## src/rtl/trtcm_pkg.sv

```systemverilog
// shared types and constants for the two-rate three-color marker
package trtcm_pkg;

	// field widths
	localparam int TIME_W  = 32;
	localparam int BYTES_W = 16;
	localparam int TOKEN_W = 31;
	localparam int COLOR_W = 2;
	localparam int CFG_INDEX_W = 2;

	// bucket lanes
	localparam int LANES       = 2;
	localparam int LANE_PEAK   = 0;
	localparam int LANE_COMMIT = 1;

	// refill divide: rate * elapsed / 8000000 = ((rate * elapsed) >> 9) / 15625
	localparam int PROD_W      = TOKEN_W + TIME_W;
	localparam int PRE_SHIFT   = 9;
	localparam int QUOT_W      = PROD_W - PRE_SHIFT;
	localparam int CHUNK_W     = QUOT_W / 3;
	localparam int REM_W       = 14;
	localparam int DIVN_W      = REM_W + CHUNK_W;
	localparam int RECIP_W     = 33;
	localparam int RECIP_SHIFT = 46;
	localparam int OVER_W      = QUOT_W - TOKEN_W;
	localparam logic [RECIP_W-1:0] RECIP  = 33'd4503599628;
	localparam logic [REM_W-1:0]   DIV_LO = 14'd15625;

	// queue between front and back
	localparam int QUEUE_DEPTH = 4;
	localparam int QUEUE_PTR_W = $clog2(QUEUE_DEPTH);

	typedef enum logic [CFG_INDEX_W-1:0] {
		REG_PEAK_RATE    = 2'd0,
		REG_PEAK_BURST   = 2'd1,
		REG_COMMIT_RATE  = 2'd2,
		REG_COMMIT_BURST = 2'd3
	} reg_index_t;

	typedef enum logic [COLOR_W-1:0] {
		COLOR_GREEN  = 2'd0,
		COLOR_YELLOW = 2'd1,
		COLOR_RED    = 2'd2
	} color_t;

	typedef struct packed {
		logic               en;
		reg_index_t         index;
		logic [TOKEN_W-1:0] data;
	} cfg_wr_t;

	typedef struct packed {
		logic [TIME_W-1:0]  elapsed;
		logic [BYTES_W-1:0] bytes;
	} queue_entry_t;

	typedef struct packed {
		logic         valid;
		queue_entry_t entry;
	} queue_push_t;

endpackage

```

## src/rtl/trtcm_queue.sv

```systemverilog
// short register queue between front and back ends
module trtcm_queue import trtcm_pkg::*; (
	input  logic         clk,
	input  logic         arst_n,
	input  queue_push_t  push,
	output logic         full,
	input  logic         pop,
	output logic         not_empty,
	output queue_entry_t head
);

	queue_entry_t           entries_q [QUEUE_DEPTH];
	logic [QUEUE_PTR_W-1:0] wr_ptr_q;
	logic [QUEUE_PTR_W-1:0] rd_ptr_q;
	logic [QUEUE_PTR_W:0]   count_q;

	assign full      = (count_q == (QUEUE_PTR_W+1)'(QUEUE_DEPTH));
	assign not_empty = (count_q != '0);
	assign head      = entries_q[rd_ptr_q];

	// storage, no reset needed
	always_ff @(posedge clk) begin
		if (push.valid) begin
			entries_q[wr_ptr_q] <= push.entry;
		end
	end

	// pointers and fill count
	always_ff @(posedge clk or negedge arst_n) begin
		if (!arst_n) begin
			wr_ptr_q <= '0;
			rd_ptr_q <= '0;
			count_q  <= '0;
		end else begin
			if (push.valid) begin
				wr_ptr_q <= wr_ptr_q + 1'b1;
			end
			if (pop) begin
				rd_ptr_q <= rd_ptr_q + 1'b1;
			end
			unique case ({push.valid, pop})
				2'b10:   count_q <= count_q + 1'b1;
				2'b01:   count_q <= count_q - 1'b1;
				default: count_q <= count_q;
			endcase
		end
	end

endmodule

```

## config.mk

```make
export PLATFORM = sky130hd
export DESIGN_NAME = trtcm_queue
export DESIGN_NICKNAME = d
export VERILOG_FILES = /design/src/rtl/trtcm_pkg.sv /design/src/rtl/trtcm_queue.sv
export SDC_FILE = /design/constraint.sdc
export NUM_CORES = 1
export LEC_CHECK = 0
export CORE_MARGIN = 2
export CORE_UTILIZATION = 50
export CTS_CLUSTER_DIAMETER = 40
export DETAILED_ROUTE_END_ITERATION = 10
export DONT_BUFFER_PORTS = 1
export PLACE_DENSITY_LB_ADDON = 0.12
export SLEW_MARGIN = 20
export SYNTH_ARGS = -nofsm -noshare
export SYNTH_HDL_FRONTEND = slang
export SYNTH_SLANG_ARGS = --single-unit
```

## constraint.sdc

```tcl
create_clock -name clk -period 4 [get_ports clk]
set_input_delay 0.8 -clock clk [delete_from_list [all_inputs] [get_ports clk]]
set_output_delay 0.8 -clock clk [all_outputs]
set_load 0.02 [all_outputs]
```

==> run_results.csv <==
group,metric,value,unit
route,antenna_left,0,
global_route,track_usage,0.158,
floorplanning,dieArea,15700,um^2
global_route,grt_pass1_vias,3046,
place,hpwl,7010,um
final_layout,antenna-diode-count,0,
worst_setup_path,required,3.20,ns
yosys,ys_warn_count,0,
clock_network,hold_buffers,0,
sta,rsz0062_at_grt,"no",
floorplanning,coreArea,14500,um^2
run_status,status,"finished clean",
clock_network,cts_tree,"built",
place,dpl.cell_count,465,
worst_setup_path,regToRegSetupSlack,1.97,ns
yosys,synthTopCellsByCount,"edfxtp_1 (192), mux4_2 (48), dfrtp_1 (7)",
worst_setup_path,path_class,"flop to primary output",
clock_network,h-tree-depth,4,
worst_setup_path,reg2reg_to,"entries_q[2][20]",
worst_setup_path,crit_family,"flip-flops",
yosys,synth_top_area_share,0.782,
yosys,syn_area,7370,um^2
global_route,antenna_found_initial,0,
clock_network,ctsLongestPathBuffers,2,
sta,max_freq,339,MHz
clock_network,clk_latency,0.42,ns
run,drv_cap,0,
floorplanning,start_util,0.509,
worst_setup_path,cp_slowest_stage_delay,0.77,ns
clock_network,clock-root-buffer,"clkbuf_16",
floorplanning,dieHeight,125,um
sta,hold_viol,0,
sta,whs,0.0666,ns
clock_network,numCtsBuffers,17,
final_layout,nFillCells,1043,
worst_setup_path,critPathCaptureType,"primary output",
worst_setup_path,r2r_start,"wr_ptr_q[0]",
place,place_area,7560,um^2
route,wl_per_cell,23.5,um
final_layout,fin_cells,497,
sta,fin_tns_setup,0,ns
sta,finalCriticalPeriod,2.95,ns
clock_network,cts_setup_buffers,0,
yosys,syn_inst,284,
sta,worst_pin_slew,0.710,ns
final_layout,drive_gt1_frac,0.294,
worst_setup_path,critPathLaunchType,"flop",
global_route,grt.overflow.total,0,
yosys,yosysTopAreaCell,"edfxtp_1",
global_route,grt_max_degree,29,
route,drc,0,
route,via_count,2852,
worst_setup_path,worst-r2r-cell-count,4,
yosys,avgSynthCellArea,26.0,um^2
worst_setup_path,crit_arrival,2.15,ns
yosys,synth_edf_count,192,
sta,finClkSkew,0.00486,ns
route,wl,11700,um
clock_network,ctsResizeCount,0,
route,via_per_inst,5.74,
yosys,synth.ff_latch_count,199,
worst_hold_path,worst_hold_path_type,"input pin to asynchronous set/reset pin",
clock_network,clkSinkCount,199,
worst_setup_path,crit_slowest_cell,"dfrtp_4",
yosys,synthFlopType,"edfxtp_1",
yosys,synth_nets,342,
pwr,leakage,2.56,nW
floorplanning,io_pins,102,
final_layout,num-nets-final,358,
final_layout,fin_area,8090,um^2
sta,finalSetupViolCount,0,
pwr,peakVddDrop,0.357,mV
pwr,p_per_area,753,nW/um^2
sta,slew_violations,0,
yosys,yosysSeqAreaShare,0.806,
yosys,async_flop_share,0.0352,
yosys,synth.area.top_cells,"edfxtp_1 (78%), mux4_2 (15%), dfrtp_1 (2.4%)",
pwr,power.total,0.00609,W
yosys,synth_cell_type_count,19,
yosys,yosysMostFrequentCell,"edfxtp_1",
floorplanning,fp.dieW,125,um
place,place.gp.congestion,0.671,
sta,relSlewSlack,0.525,
worst_setup_path,critPathMaxFanout,26,
final_layout,syn_to_final_growth,9.69,%
clock_network,cts.clk_slew.worst_paths,0.07,ns
floorplanning,core.rowCount,44,
place,port_buffers,0,
route,dr.pass1.iters,4,
sta,finalCritPeriodShare,0.738,
route,first_iter_violations,182,
worst_setup_path,worst-path-buf-inv,1,
global_route,grt_pass1_wl,17800,um
worst_setup_path,crit_chain,"buf_12 -> mux4_2",
flip-flops by register name (all words and copies together), names as in the netlist:
name	cells
entries_q	192
rd_ptr_q	2
wr_ptr_q	2
count_q	3
worst max-delay path by stage:
| stage | start | end | slack [ns] | cells past startpoint |
|---|---|---|---|---|
| floorplan | push[48] | entries_q[0][0] | 1.64 | 1 |
| global placement | rd_ptr_q[0] | head[32] | 1.44 | 2 |
| detailed placement | rd_ptr_q[0] | head[32] | 1.43 | 2 |
| CTS | rd_ptr_q[0] | head[32] | 0.96 | 2 |
| global route | rd_ptr_q[0] | head[31] | 0.89 | 2 |
| finish | rd_ptr_q[0] | head[39] | 1.05 | 2 |
where the power goes:
part / internal, W / switching, W
sequential: 0.00273 / 0.000224
combinational: 0.000632 / 0.000989
clock: 0.000812 / 0.000697
total: 0.00418 / 0.00191
area by class of cell:
| class | instances | area (um^2) | area share |
|---|---|---|---|
| clock inverter | 11 | 77.6 | 0.00959 |
| inverter | 3 | 11.3 | 0.00139 |
| multi-input combinational | 71 | 1290 | 0.159 |
| tap | 184 | 230 | 0.0285 |
| clock buffer | 21 | 450 | 0.0557 |
| timing repair buffer | 8 | 85.1 | 0.0105 |
| sequential | 199 | 5950 | 0.735 |
through the flow:
stage	worst slack (ns)	utilization
final	1.05	0.559
after global routing	0.887	0.559
after CTS	0.955	0.559
after detailed placement	1.43	0.522
after global placement	1.44	0.522
after floorplan	1.64	-
worst reg2reg max path: stages, from the launching register on:
cell and delay (ns):
dfrtp_1 0.42, inv_1 0.10, ha_1 0.13, and2_2 0.51, buf_4 0.50
metal layers:
metal | track usage | part of all wire | up-vias
met5 | 0 | 0 | -
met4 | 0.0588 | 0.012 | 0
met3 | 0.0706 | 0.073 | 12
met2 | 0.257 | 0.51 | 83
met1 | 0.188 | 0.40 | 1517
li1 | - | - | 1240
kinds of logic (layout without fill, tap and decap cells):
family,Yosys count,in the layout,synth area share
flops,199,199,0.806
simple gates,9,9,0.00679
fa+ha+maj,6,6,0.0112
compound gates,1,1,0.000678
buf+inv,14,43,0.0204
mux,49,49,0.148
xor+xnor,6,6,0.00713
placed cells by master, fill, tap and decap left out, drive strengths merged:
cell      instances
and2              4
buf               8
clkbuf           21
clkinv            6
clkinvlp          3
dfrtp             7
edfxtp          192
fa                1
ha                5
inv               5
mux2              1
mux4             48
nand2             2
nor2              1
nor3b             1
o21ai             1
or3               1
xnor2             3
xor2              3
Power figures use the tool's default switching activity.
