--- config.mk ---
export PLATFORM = sky130hd
export DESIGN_NAME = trtcm_front
export DESIGN_NICKNAME = d
export VERILOG_FILES = /design/src/rtl/trtcm_pkg.sv /design/src/rtl/trtcm_front.sv
export SDC_FILE = /design/constraint.sdc
export NUM_CORES = 1
export LEC_CHECK = 0
export BUFFER_PORTS_ARGS = -buffer_cell sky130_fd_sc_hd__buf_2
export CAP_MARGIN = 10
export CORE_ASPECT_RATIO = 0.8
export CORE_UTILIZATION = 45
export CTS_BUF_LIST = sky130_fd_sc_hd__clkbuf_8 sky130_fd_sc_hd__clkbuf_16
export DETAILED_ROUTE_END_ITERATION = 8
export PLACE_DENSITY_LB_ADDON = 0.1
export REMOVE_ABC_BUFFERS = 1
export SKIP_LAST_GASP = 1
export SYNTH_ARGS = -nofsm -noshare
export SYNTH_HDL_FRONTEND = slang
export SYNTH_SLANG_ARGS = --single-unit
--- constraint.sdc ---
create_clock -name clk -period 3.3 [get_ports clk]
set_input_delay 0.66 -clock clk [delete_from_list [all_inputs] [get_ports clk]]
set_output_delay 0.66 -clock clk [all_outputs]
set_load 0.02 [all_outputs]
--- src/rtl/trtcm_pkg.sv ---
// shared types and constants for the two-rate three-color marker
package trtcm_pkg;

	// field widths
	localparam int TIME_W  = 32;
	localparam int BYTES_W = 16;
	localparam int TOKEN_W = 31;
	localparam int COLOR_W = 2;
	localparam int CFG_INDEX_W = 2;

	// bucket lanes
	localparam int LANES       = 2;
	localparam int LANE_PEAK   = 0;
	localparam int LANE_COMMIT = 1;

	// refill divide: rate * elapsed / 8000000 = ((rate * elapsed) >> 9) / 15625
	localparam int PROD_W      = TOKEN_W + TIME_W;
	localparam int PRE_SHIFT   = 9;
	localparam int QUOT_W      = PROD_W - PRE_SHIFT;
	localparam int CHUNK_W     = QUOT_W / 3;
	localparam int REM_W       = 14;
	localparam int DIVN_W      = REM_W + CHUNK_W;
	localparam int RECIP_W     = 33;
	localparam int RECIP_SHIFT = 46;
	localparam int OVER_W      = QUOT_W - TOKEN_W;
	localparam logic [RECIP_W-1:0] RECIP  = 33'd4503599628;
	localparam logic [REM_W-1:0]   DIV_LO = 14'd15625;

	// queue between front and back
	localparam int QUEUE_DEPTH = 4;
	localparam int QUEUE_PTR_W = $clog2(QUEUE_DEPTH);

	typedef enum logic [CFG_INDEX_W-1:0] {
		REG_PEAK_RATE    = 2'd0,
		REG_PEAK_BURST   = 2'd1,
		REG_COMMIT_RATE  = 2'd2,
		REG_COMMIT_BURST = 2'd3
	} reg_index_t;

	typedef enum logic [COLOR_W-1:0] {
		COLOR_GREEN  = 2'd0,
		COLOR_YELLOW = 2'd1,
		COLOR_RED    = 2'd2
	} color_t;

	typedef struct packed {
		logic               en;
		reg_index_t         index;
		logic [TOKEN_W-1:0] data;
	} cfg_wr_t;

	typedef struct packed {
		logic [TIME_W-1:0]  elapsed;
		logic [BYTES_W-1:0] bytes;
	} queue_entry_t;

	typedef struct packed {
		logic         valid;
		queue_entry_t entry;
	} queue_push_t;

endpackage

--- src/rtl/trtcm_front.sv ---
// front end: takes packets, works out elapsed time, pushes them to the queue
module trtcm_front import trtcm_pkg::*; (
	input  logic               clk,
	input  logic               arst_n,
	input  logic               in_valid,
	output logic               in_ready,
	input  logic [TIME_W-1:0]  arrival_time,
	input  logic [BYTES_W-1:0] packet_bytes,
	input  logic               q_full,
	output queue_push_t        q_push
);

	logic [TIME_W-1:0] last_arrival_q;
	logic              xfer;

	assign in_ready = !q_full;
	assign xfer     = in_valid && in_ready;

	// elapsed time wraps modulo 2^32
	assign q_push.valid         = xfer;
	assign q_push.entry.elapsed = arrival_time - last_arrival_q;
	assign q_push.entry.bytes   = packet_bytes;

	// remember the arrival time of every transfer, red ones too
	always_ff @(posedge clk or negedge arst_n) begin
		if (!arst_n) begin
			last_arrival_q <= '0;
		end else if (xfer) begin
			last_arrival_q <= arrival_time;
		end
	end

endmodule

==> key figures <==
Setup path
  • CP cell instances: buf_8 -> inv_4 -> ha_4 -> fa_2 -> nor2b_4 -> o2111ai_4 -> nand2_2 -> a31o_4 -> a21oi_4 -> buf_4 -> o21bai_1 -> xor2_1 -> buf_4
  • Buf+Inv Stages, Crit Path: 4
  • Startpoint types: input port
  • Nature of the critical path endpoint: primary output
  • Worst reg2reg path depth: 1
  • Max incr delay on CP: 0.41 ns
  • Slowest CP cell: fa_2
  • Most common cell on crit path: buf_4
  • Crit. path cell count: 13
  • Worst path arrival time: 2.69 ns
  • CP top delay family: compound AO/OA/AOI/OAI gates
  • CP Max Fanout: 3
  • CP Class: input port to primary output
  • CP required: 2.64 ns

Clock tree
  • CTS tree: done
  • Root buf cell: clkbuf_8
  • Clk_lat worst skew: 0.28 ns
  • Clock-pin slew on the worst setup and hold paths: 0.07 ns
  • H-tree depth reported by CTS: 2
  • Clock tree buffer depth: 2
  • Hold-fix buffers, CTS: 0
  • CTS Sinks: 32
  • CTS buffer count: 5

Final layout
  • Largest reg by FF count: last_arrival_q
  • Share of post-route cells with drive strength above 1: 34.9%
  • Multi-input gate area: 2260 um^2
  • Max reg flops: 32
  • Fin util: 63.8%
  • Antenna Cells: 0
  • Nets@finish: 573
  • Fill count: 571
  • Area taken by flip-flops and latches: 801 um^2
  • Area Growth Syn to Fin: 34.4%
  • Top flop regs: last_arrival_q (32)

Timing
  • Rel. slew slack: 47.1%
  • Fmax: 298 MHz
  • Hold_ws: 0.454 ns
  • Fin crit share: 102%
  • Final setup violation count: 4
  • Final setup margin: -0.0506 ns
  • Final Max Slew Viols: 0
  • Clock skew: 0 ns
  • Slew of the pin with the lowest slew margin: 0.793 ns
  • TNS Setup: -0.146 ns
  • Final Hold Vio Count: 0
  • RSZ-0062 raised after global routing: yes
  • Fin crit period: 3.35 ns

Die
  • Core footprint: 6510 um^2
  • Die H: 76.1 um
  • Die Wd: 94.6 um
  • Row cnt: 26
  • Initial core utilization: 47.5%
  • Top-Level Pins: 102
  • Die area: 7200 um^2

Synthesis
  • Avg Inst Size Synth: 7.74 um^2
  • Primary FF master, synth: dfrtp_1
  • Ys Warns: 0
  • Synth async-reset ratio: 100%
  • Cell count after synthesis: 399
  • Area of the mapped netlist: 3090 um^2
  • Number of synthesized flops with an enable pin: 0
  • #FFs+latches synth: 32
  • Register area share after synthesis: 25.9%
  • Distinct cells, synth: 46

GRT
  • Vias in the first global route: 2,989
  • Total grt overflow: 0
  • GRT Total Usage: 23.7%
  • First-pass GRT wire length: 13.6 mm
  • Initial antenna violation count: 0
  • Largest net degree at the start of global routing: 63

Route
  • DRT Wirelength: 8.27 mm
  • WL met2: 3.50 mm
  • Starting DRT DRC Count: 142
  • DRC viols: 0
  • Met3 wire len: 467 um
  • Drt wl/cell: 14.4 um
  • Top layer reached by signal wires: met4
  • Metal1 wirelength: 4.21 mm
  • ANT nets after route: 0
  • Routed vias: 3,074
  • Via-to-Cell Ratio: 5.36
  • Pre-antenna DRT Iters: 4

Run
  • Max-cap violation count: 0

Place
  • Detailed Place HPWL: 6.05 mm
  • Placer Congestion: 0.843
  • # port buffers: 69

Min path
  • HP Class: input port to asynchronous set/reset pin

Pwr
  • Power Total: 2170 uW
  • Static Leak: 0.00200 uW
  • Pwr dens: 523 nW/um^2
  • VDD IR max: 0.000341 V

Status
  • Status: finished with violations
  • Failing checks: setup timing
==> layer usage <==
layer / global-route usage [%] / vias up
met5: 2.27 / -
met4: 5.15 / 0
met3: 6.19 / 14
met2: 34.2 / 96
met1: 34.8 / 1426
li1: - / 1538
==> cells by family after synthesis <==
kind of cell	Yosys count	share of synthesized area, %
AOI/OAI and AO/OA	125	26.4
xor gates and xnor gates	27	7.65
adders and majority gates	32	13.2
buffers and inverters	74	11.1
DFF	32	25.9
muxes	2	0.729
and+or+nand+nor	107	15.0
==> final cells by class <==
type,count,share of cell area (%)
clock inverter,2,0.181
multi-input combinational,293,54.6
inverter,42,3.86
clock buffer,6,1.99
sequential,32,19.3
tap,84,2.53
timing repair buffer,115,17.6
==> synthesized netlist by cell type (2+ instances only) <==
| cell type | count | share of area [%] |
|---|---|---|
| a2111oi_0 | 2 | 0.57 |
| a211oi_1 | 2 | 0.49 |
| a21boi_0 | 2 | 0.49 |
| a21o_1 | 15 | 3.6 |
| a21oi_1 | 24 | 3.9 |
| a21oi_2 | 2 | 0.57 |
| and3_1 | 3 | 0.61 |
| buf_4 | 17 | 4.1 |
| clkbuf_1 | 13 | 1.6 |
| dfrtp_1 | 32 | 26 |
| ha_1 | 31 | 13 |
| inv_1 | 42 | 5.1 |
| mux2_2 | 2 | 0.73 |
| nand2_1 | 58 | 7.0 |
| nand2b_1 | 4 | 0.81 |
| nand4_1 | 8 | 1.6 |
| nor2_1 | 23 | 2.8 |
| nor2b_1 | 4 | 0.81 |
| nor3_1 | 4 | 0.65 |
| o2111ai_1 | 2 | 0.57 |
| o21a_1 | 6 | 1.5 |
| o21ai_0 | 42 | 6.8 |
| o21ai_1 | 8 | 1.3 |
| o21bai_1 | 5 | 1.2 |
| o311ai_1 | 2 | 0.57 |
| xnor2_1 | 16 | 4.5 |
| xor2_1 | 11 | 3.1 |
==> through the flow <==
step	cells	area, um^2	worst slack, ns
after floorplan	367	2900	-0.0509
after global placement	562	3680	-0.179
after detailed placement	562	3680	-0.215
after CTS	573	3960	-0.0766
after global routing	574	4150	-0.168
final	574	4150	-0.0506
==> power by group <==
| part | leakage [uW] | switching [uW] | total, uW | internal (uW) |
|---|---|---|---|---|
| logic | 0.00156 | 790 | 1390 | 604 |
| clock network | 0.0000538 | 156 | 320 | 164 |
| registers | 0.000392 | 16.3 | 458 | 442 |
==> final timing paths <==
kind | start | slack [ns] | endpoint
hold reg to reg | last_arrival_q[31] | 0.53 | last_arrival_q[31]
setup / recovery | arrival_time[0] | -0.05 | q_push[42]
min in group clk | last_arrival_q[31] | 0.53 | last_arrival_q[31]
setup reg to reg | last_arrival_q[0] | 2.50 | last_arrival_q[0]
max in group asynchronous | arst_n | 2.34 | last_arrival_q[1]
hold / removal | arst_n | 0.45 | last_arrival_q[10]
==> repair_timing <==
item,4_1_cts,5_1_grt
gates resized for setup,34,32
buffers inserted,3,1
pin swaps,15,21
setup endpoints to repair,14,17
==> layout by cell type, fill, tap and decap left out, types with 2 or more instances in the layout <==
master,synthesis,routed
a21oi_2,2,7
a21oi_4,0,2
a21o_1,15,15
nor2b_4,0,2
a211oi_2,0,2
clkbuf_8,0,6
and3_1,3,3
xnor2_1,16,14
buf_2,1,59
nand2b_1,4,4
o21ai_1,8,2
nor3_1,4,4
a21oi_1,24,17
nor2_1,23,23
buf_4,17,53
nand2_2,0,3
nor2b_1,4,2
inv_1,42,42
o21a_1,6,6
nand2_1,58,55
buf_6,0,2
xor2_1,11,11
o21ai_4,0,2
o21ai_0,42,41
o21bai_1,5,5
ha_1,31,19
xnor2_2,0,2
dfrtp_1,32,32
o21ai_2,0,5
nand4_1,8,8
ha_4,0,11
mux2_2,2,2
No activity file was read; power rests on OpenSTA's default activity.
